## src/sv/sorted_page_table_top_assert.svh

```systemverilog
// Assertion macros for the sorted page table.
// Used by sorted_page_table_top; no other dependencies.
`ifndef SORTED_PAGE_TABLE_TOP_ASSERT_SVH
`define SORTED_PAGE_TABLE_TOP_ASSERT_SVH
`ifndef SYNTHESIS
`define SPT_ASSERT(lbl, clk, rst_n, prop) \
  lbl: assert property (@(posedge clk) disable iff (!rst_n) prop) else $error("spt check failed");
`define SPT_NEVER(lbl, clk, rst_n, expr) \
  lbl: assert property (@(posedge clk) disable iff (!rst_n) !(expr)) else $error("spt never failed");
`else
`define SPT_ASSERT(lbl, clk, rst_n, prop)
`define SPT_NEVER(lbl, clk, rst_n, expr)
`endif
`endif

```

## src/sv/spt_pkg.sv

```systemverilog
// Shared types and constants for the sorted page table.
// No dependencies.
`timescale 1ns / 1ps
`default_nettype none
package spt_pkg;
  localparam int MAX_RESULTS = 32;
  localparam int FIELD_W = 32;

  typedef enum logic [2:0] {
    ST_OK = 3'd0, ST_DUP = 3'd1, ST_NOTFOUND = 3'd2,
    ST_FULL = 3'd3, ST_FEW = 3'd4, ST_EMPTY = 3'd5
  } st_t;

  typedef enum logic [1:0] {
    OP_INSERT = 2'd0, OP_FIND = 2'd1, OP_SPLIT = 2'd2, OP_MIN = 2'd3
  } op_t;

  typedef struct packed {
    logic latch_in;
    logic idx_inc;
    logic idx_dec;
    logic idx_ld_cnt;
    logic idx_ld_sel;
    logic idx_ld_mid;
    logic pos_ld_hit;
    logic pos_ld_end;
    logic rd_idx;
    logic rd_idx_m1;
    logic wr_shift;
    logic wr_new;
    logic cnt_inc;
    logic cnt_mid;
    logic emit;
    st_t  emit_st;
    logic emit_page;
    logic emit_key;
    logic emit_offs;
    logic emit_last;
  } cmd_t;

  typedef struct packed {
    logic idx_at_cnt;
    logic idx_at_pos;
    logic idx_at_end;
    logic cnt_zero;
    logic cnt_lt2;
    logic cnt_full;
    logic ge;
    logic eq;
    logic eq_r;
    logic leaf;
    logic out_free;
  } stat_t;
endpackage
`default_nettype wire

```

## src/sv/spt_ctrl.sv

```systemverilog
// Controller state machine of the sorted page table.
// Depends on spt_pkg.
`timescale 1ns / 1ps
`default_nettype none
module spt_ctrl (
  input  wire logic          clk,
  input  wire logic          rst_n,
  input  wire logic          in_valid,
  input  wire logic [1:0]    in_kind,
  output logic               in_ready,
  input  spt_pkg::stat_t     stat,
  output spt_pkg::cmd_t      cmd
);
  import spt_pkg::*;

  typedef enum logic [3:0] {
    S_IDLE, S_DISPATCH, S_SCAN, S_SCMP, S_ROUTE, S_SH_CHK, S_SH_WR,
    S_FRD, S_RESULT, S_SP_RD, S_SP_EMIT
  } state_t;

  state_t state_r, state_nxt;
  op_t    kind_r, kind_nxt;
  st_t    res_st_r, res_st_nxt;
  logic   res_page_r, res_page_nxt;
  logic   res_key_r, res_key_nxt;

  assign in_ready = (state_r == S_IDLE);

  always_comb begin
    cmd          = '0;
    cmd.emit_st  = ST_OK;
    state_nxt    = state_r;
    kind_nxt     = kind_r;
    res_st_nxt   = res_st_r;
    res_page_nxt = res_page_r;
    res_key_nxt  = res_key_r;
    case (state_r)
      S_IDLE: begin
        if (in_valid) begin
          cmd.latch_in = 1'b1;
          kind_nxt     = op_t'(in_kind);
          res_st_nxt   = ST_OK;
          res_page_nxt = 1'b0;
          res_key_nxt  = 1'b0;
          state_nxt    = S_DISPATCH;
        end
      end
      S_DISPATCH: begin
        case (kind_r)
          OP_INSERT: state_nxt = S_SCAN;
          OP_FIND: begin
            if (stat.cnt_zero) begin
              res_st_nxt = ST_NOTFOUND;
              state_nxt  = S_RESULT;
            end else begin
              state_nxt = S_SCAN;
            end
          end
          OP_SPLIT: begin
            if (stat.cnt_lt2) begin
              res_st_nxt = ST_FEW;
              state_nxt  = S_RESULT;
            end else begin
              cmd.idx_ld_mid = 1'b1;
              state_nxt      = S_SP_RD;
            end
          end
          OP_MIN: begin
            if (stat.cnt_zero) begin
              res_st_nxt = ST_EMPTY;
            end else begin
              cmd.rd_idx  = 1'b1;
              res_key_nxt = 1'b1;
            end
            state_nxt = S_RESULT;
          end
          default: state_nxt = S_IDLE;
        endcase
      end
      S_SCAN: begin
        if (stat.idx_at_cnt) begin
          cmd.pos_ld_end = 1'b1;
          state_nxt      = S_ROUTE;
        end else begin
          cmd.rd_idx = 1'b1;
          state_nxt  = S_SCMP;
        end
      end
      S_SCMP: begin
        if (stat.ge) begin
          cmd.pos_ld_hit = 1'b1;
          state_nxt      = S_ROUTE;
        end else begin
          cmd.idx_inc = 1'b1;
          state_nxt   = S_SCAN;
        end
      end
      S_ROUTE: begin
        if (kind_r == OP_INSERT) begin
          if (stat.eq_r) begin
            res_st_nxt = ST_DUP;
            state_nxt  = S_RESULT;
          end else if (stat.cnt_full) begin
            res_st_nxt = ST_FULL;
            state_nxt  = S_RESULT;
          end else begin
            cmd.idx_ld_cnt = 1'b1;
            state_nxt      = S_SH_CHK;
          end
        end else if (stat.leaf && !stat.eq_r) begin
          res_st_nxt = ST_NOTFOUND;
          state_nxt  = S_RESULT;
        end else begin
          cmd.idx_ld_sel = 1'b1;
          state_nxt      = S_FRD;
        end
      end
      S_SH_CHK: begin
        if (stat.idx_at_pos) begin
          cmd.wr_new  = 1'b1;
          cmd.cnt_inc = 1'b1;
          state_nxt   = S_RESULT;
        end else begin
          cmd.rd_idx_m1 = 1'b1;
          state_nxt     = S_SH_WR;
        end
      end
      S_SH_WR: begin
        cmd.wr_shift = 1'b1;
        cmd.idx_dec  = 1'b1;
        state_nxt    = S_SH_CHK;
      end
      S_FRD: begin
        cmd.rd_idx   = 1'b1;
        res_page_nxt = 1'b1;
        state_nxt    = S_RESULT;
      end
      S_RESULT: begin
        if (stat.out_free) begin
          cmd.emit      = 1'b1;
          cmd.emit_st   = res_st_r;
          cmd.emit_page = res_page_r;
          cmd.emit_key  = res_key_r;
          cmd.emit_last = 1'b1;
          state_nxt     = S_IDLE;
        end
      end
      S_SP_RD: begin
        cmd.rd_idx = 1'b1;
        state_nxt  = S_SP_EMIT;
      end
      S_SP_EMIT: begin
        if (stat.out_free) begin
          cmd.emit      = 1'b1;
          cmd.emit_page = 1'b1;
          cmd.emit_key  = 1'b1;
          cmd.emit_offs = 1'b1;
          cmd.emit_last = stat.idx_at_end;
          if (stat.idx_at_end) begin
            cmd.cnt_mid = 1'b1;
            state_nxt   = S_IDLE;
          end else begin
            cmd.idx_inc = 1'b1;
            state_nxt   = S_SP_RD;
          end
        end
      end
      default: state_nxt = S_IDLE;
    endcase
  end

  always_ff @(posedge clk) begin
    if (!rst_n) begin
      state_r    <= S_IDLE;
      kind_r     <= OP_INSERT;
      res_st_r   <= ST_OK;
      res_page_r <= 1'b0;
      res_key_r  <= 1'b0;
    end else begin
      state_r    <= state_nxt;
      kind_r     <= kind_nxt;
      res_st_r   <= res_st_nxt;
      res_page_r <= res_page_nxt;
      res_key_r  <= res_key_nxt;
    end
  end
endmodule
`default_nettype wire

```

## config.mk

```make
export PLATFORM = sky130hd
export DESIGN_NAME = spt_ctrl
export DESIGN_NICKNAME = d
export VERILOG_FILES = /design/src/sv/sorted_page_table_top_assert.svh /design/src/sv/spt_pkg.sv /design/src/sv/spt_ctrl.sv
export SDC_FILE = /design/constraint.sdc
export NUM_CORES = 1
export LEC_CHECK = 0
export BUFFER_PORTS_ARGS = -buffer_cell sky130_fd_sc_hd__buf_2
export CAP_MARGIN = 10
export CORE_MARGIN = 10
export CORE_UTILIZATION = 35
export CTS_BUF_LIST = sky130_fd_sc_hd__clkbuf_16
export DETAILED_ROUTE_END_ITERATION = 10
export SLEW_MARGIN = 15
export SYNTH_ARGS = -nofsm -noshare
export SYNTH_HDL_FRONTEND = slang
export SYNTH_SLANG_ARGS = --single-unit
```

## constraint.sdc

```tcl
create_clock -name clk -period 1.6 [get_ports clk]
set_input_delay 0.08 -clock clk [delete_from_list [all_inputs] [get_ports clk]]
set_output_delay 0.08 -clock clk [all_outputs]
set_load 0.02 [all_outputs]
```

==> results of run 1 <==
## kinds of logic after synthesis
group                      share of synthesized area
buffers and inverters                         0.0740
AOI/OAI and AO/OA                              0.243
DFF                                            0.214
adders and majority gates                     0.0728
and+or+nand+nor                                0.357
muxes                                         0.0400
## where the power goes
part	internal (µW)	switching (µW)
Combinational	667	750
Sequential	340	100
Clock	329	136
Total	1340	986
## repair_timing
| action | 4_1_cts | 5_1_grt |
|---|---|---|
| endpoints found under the setup margin | 14 | 16 |
| resized for setup | 16 | 9 |
| pin swaps | 4 | 6 |
| setup buffers | 1 | 2 |
## synth_stat cells, drive strengths merged (2+ instances only)
cell type  number
a21boi          2
a21oi          12
a22o            3
a31oi           2
and2            2
and3            6
buf             5
clkbuf          3
dfxtp          11
ha              6
inv             7
mux2i           3
nand2          16
nand2b          2
nand3           5
nor2           24
nor2b           9
nor3            3
o211ai          3
o21ai          11
or3             2
## flip-flops by register name, summed over array words and instances (netlist names)
register and cells:
kind_r 2, res_st_r 3, res_page_r 1, state_r 4, res_key_r 1
## cell type report
| cell class | count | share of cell area |
|---|---|---|
| multi-input cells | 123 | 0.517 |
| repair buffers | 61 | 0.236 |
| flip-flops and latches | 11 | 0.147 |
| clock buffers | 3 | 0.0475 |
| inverters | 8 | 0.0253 |
| well taps | 31 | 0.0245 |
| clock inverters | 1 | 0.00238 |
## routing by layer
metal  track usage  vias to the layer above  share of wire
li1              -                      638              -
met5             0                        -              0
met1         0.161                      584           0.43
met4        0.0549                        0          0.021
met2         0.212                       50           0.46
met3        0.0332                        9          0.089
## per-stage QoR
step	worst slack (ns)	std cells	util	hold slack, ns	power [µW]
5_1_grt	-0.199	238	0.568	0.151	2470
4_1_cts	-0.0756	236	0.555	0.0917	2260
6_report	-0.108	238	0.568	0.101	2320
2_1_floorplan	0.00109	150	-	0.234	1210
3_3_place_gp	-0.0303	231	0.507	0.334	1700
3_5_place_dp	-0.0637	231	0.507	0.343	1720
## worst paths after layout
path,startpoint,to,slack (ns),cells past startpoint
worst max-delay path,kind_r[1],res_st_r[1],-0.11,7
worst min-delay path,in_kind[0],kind_r[0],0.10,3
worst max register to register,kind_r[1],res_st_r[1],-0.11,7
worst min register to register,res_st_r[0],res_st_r[0],0.45,2
## critical path, delay by kind of cell (launching register included)
family / cells / cell delay [ns]
compound gates: 2 / 0.23
mux: 1 / 0.20
flops: 1 / 0.38
simple gates: 2 / 0.62
fa+ha+maj: 1 / 0.16
buf+inv: 1 / 0.05
==> run metrics, run 1 <==
CTS tree built; number of diodes 0; Achievable Freq just under 600 MHz; routed vias/inst roughly 5.4; violated checks negative setup slack; register area share after synthesis 0.214; crit path cell chain inv_4 > ha_4 > nor2_2 > o22ai_1 > or4_4 > o211ai_4 > mux2i_1; worst hold path class in2reg; Pwr per Cell Area 1470 nW/µm²; area leader, netlist dfxtp_1; Bufs on Longest Clock Path 2; via count around 1.3k; die span in y between 70 and 80 µm; fill count 263; final RePlAce weighted congestion 0.852; initial antenna violation count 0; CP Launch Type flop; crit path time final 1.71 ns; final WL approximately 3700 µm; Worst EP required 1.77 ns; max-slew violation total from the final report 0; worst slew pin tran between 0.3 and 0.4 ns; Inserted Clock Buffers 3; area share of the largest cell type after synthesis 0.214; max-capacitance violation count 0; Critical Path Fanout Max 4; Seq cells post-synth 11; share of cells above drive strength 1 0.454; drt pass-1 iters 4; Slew HR 0.776; depth of the CTS H-tree 1; final hold violations 0; kind of critical path reg2reg; Post-DP HPWL ~2800 µm; placed cell areas around 1400 µm²; final setup margin -0.108 ns; DR iter-0 viols 51; post-route setup TNS -0.310 ns; Leak about 0.00077 µW; Ys Warns 0; Worst-path clk slew approximately 0.040 ns; clock latency on the worst-skew pair about 0.24 ns; WP data arrival roughly 1.9 ns; Mapped Area ~1000 µm²; Avg Synthesized Cell Area between 6 and 7 µm²; area grow syn2layout 53.3%; Die Wd about 74 µm; vias in the first global route roughly 1.2k; Hold Buf Count CTS 0; outcome finished, violations left; number of I/O pins 39; cell count after synthesis 150; Synth async-reset ratio 0; CP endpoint kind flop; GRT Util Overall 0.131; FF+latch area 233 µm²; fin area 1580 µm²; post-route ant nets 0; Core ar. 2780 µm²; Routed WL per cell roughly 15 µm; total grt overflow 0; Die ar. between 5000 and 6000 µm²; FP Rows 19; final setup vio count 4; Initial Utilization 0.371; most common flop cell mapped by yosys dfxtp_1; clk sinks 11; unrepaired setup endpoints after global routing true; Worst VDD drop about 1.1 mV; Nets between 200 and 250; commonest non-fill, non-tap cell in the layout buf_2; DRC Markers 0; Period Utilization, post-route 1.07; first-pass GRT wire length slightly below 6000 µm; library cells used by synthesis 40; root buffer cell clkbuf_16; Slowest-stage cell, CP or4_4; largest net degree at the start of global routing 14; Post-synth EDFFs 0; top cells by area, synth dfxtp_1 21%, nor2_1 8.4%, ha_1 7.3%, a21oi_1 5.8%, nand2_1 5.5%; post-synth net total around 170; area of the multi-input gates 817 µm²; CP peak stage delay slightly above 0.5 ns; most frequent cells in the layout 34 x buf_2, 27 x buf_4, 21 x nor2_1; Clock Skews ~0.0037 ns; port bufs 37
(Power assumes the default switching activity.)
==> inputs of run 2 (changes only) <==
- clock period: 1.6 -> 2 ns (I/O delays scaled with it)
==> run metrics, run 2 (synthesized netlist as in run 1, its figures left out) <==
Die ar. ~5500 µm²; DRC Markers 0; CTS tree built; final setup vio count 0; clock latency on the worst-skew pair between 0.2 and 0.25 ns; kind of critical path reg2reg; initial antenna violation count 0; drt pass-1 iters 4; Worst VDD drop 0.721 mV; sequential share of power 0.243; Initial Utilization 0.371; Leak ~0.00066 µW; CP Launch Point kind_r[0]; FF+latch area about 220 µm²; Sw Share 0.445; CP endpoint kind flop; DR iter-0 viols 49; number of I/O pins 39; Routed WL per cell ~15 µm; Hold Slack ~0.12 ns; depth of the CTS H-tree 1; unrepaired setup endpoints after global routing false; post-route setup TNS 0 ns; CP Launch Type flop; routed vias/inst approximately 5.4; Worst EP required approximately 2.2 ns; number of diodes 0; most frequent cells in the layout 37 x buf_2, 22 x nor2_1, 15 x nand2_1; max-slew violation total from the final report 0; Worst-path clk slew ~0.040 ns; outcome finished, final reports clean; Post-DP HPWL ~2600 µm; Pwr Total about 1500 µW; total grt overflow 0; FP Rows 19; Worst Hold Launch in_kind[0]; Largest register FFs 4; reg2reg start kind_r[0]; Critical Path Fanout Max 4; fill count approximately 300; Clock Skews ~0.0024 ns; Pwr per Cell Area around 1100 nW/µm²; clock power share 0.235; root buffer cell clkbuf_16; Slew HR 0.659; max-capacitance violation count 0; Period Utilization, post-route 0.920; port bufs 37; area grow syn2layout 29.4%; final setup margin between 0.15 and 0.2 ns; biggest regs state_r: 4 flops, res_st_r: 3 flops, kind_r: 2 flops; Nets 211; worst slew pin tran just over 0.5 ns; post-route ant nets 0; final WL approximately 3300 µm; Inserted Clock Buffers 3; vias in the first global route ~1.2k; WP data arrival ~2.0 ns; Bufs on Longest Clock Path 2; Core ar. around 2800 µm²; area of the multi-input gates about 740 µm²; via count between 1k and 1.5k; GRT Util Overall 0.121; Comb pwr share 0.522; Die Wd 74.3 µm; largest reg by FF count state_r; first-pass GRT wire length approximately 5500 µm; Cell Int Power 846 µW; largest net degree at the start of global routing 14; commonest non-fill, non-tap cell in the layout buf_2; final hold violations 0; worst hold path class in2reg; share of cells above drive strength 1 0.293; final RePlAce weighted congestion roughly 0.82; die span in y 74.3 µm; switching pwr between 600 and 700 µW; Setup Fix Bufs, Post-CTS 0; clk sinks 11; crit path time final between 1.5 and 2 ns; post-place setup slack approximately 0.17 ns; Achievable Freq approximately 540 MHz
## run 2: cell types whose count changed in the layout (fill, tap and decap cells not counted), moves of 3 or more
cell and delta:
buf_4 -22, dfxtp_2 -3, dfxtp_1 +5, nor2b_1 +3, buf_2 +3, inv_1 +3
## run 2: worst max-delay path, cell delays in order (launching register included)
cell	delay [ns]
dfxtp_1	0.38
inv_1	0.11
ha_1	0.23
nor2b_1	0.15
o21bai_1	0.14
or4_4	0.41
o211ai_2	0.14
mux2i_1	0.21
## run 2: power groups by stage
| stage | Combinational (µW) | Clock (µW) | Sequential (µW) |
|---|---|---|---|
| finish | 795 | 358 | 370 |
| global route | 891 | 378 | 375 |
| CTS | 794 | 368 | 362 |
| detailed placement | 786 | 0 | 366 |
| global placement | 778 | 0 | 365 |
| floorplan | 613 | 0 | 305 |
## run 2: final cells by class
| class | count | area share |
|---|---|---|
| clock buffer | 3 | 0.0563 |
| clock inverter | 1 | 0.00281 |
| inverter | 8 | 0.0263 |
| multi-input combinational | 123 | 0.553 |
| sequential | 11 | 0.166 |
| tap | 31 | 0.0291 |
| timing repair buffer | 42 | 0.167 |
## run 2: repair_timing
item,CTS,global route
endpoints found under the hold margin,0,0
hold buffers,0,0
endpoints found under the setup margin,0,6
gates resized for setup,0,2
## run 2: worst paths after layout
check / to / slack (ns) / depth (start not counted)
worst max-delay path: res_st_r[2] / 0.16 / 7
worst min-delay path: kind_r[0] / 0.12 / 3
worst min register to register: res_st_r[1] / 0.45 / 2
worst max register to register: res_st_r[2] / 0.16 / 7
## run 2: per-layer routing
metal | vias up | wire [µm] | global-route usage
met2 | 38 | 1540 | 0.203
met5 | - | 0 | 0
met4 | 0 | 10 | 0.0346
met1 | 544 | 1390 | 0.141
met3 | 2 | 318 | 0.0452
li1 | 598 | - | -
## run 2: per-stage QoR
| stage | cells | util | cell area (µm²) |
|---|---|---|---|
| after floorplan | 150 | - | 1030 |
| after global placement | 215 | 0.450 | 1250 |
| after detailed placement | 215 | 0.450 | 1250 |
| after CTS | 219 | 0.478 | 1330 |
| after global routing | 219 | 0.480 | 1330 |
| final | 219 | 0.480 | 1330 |
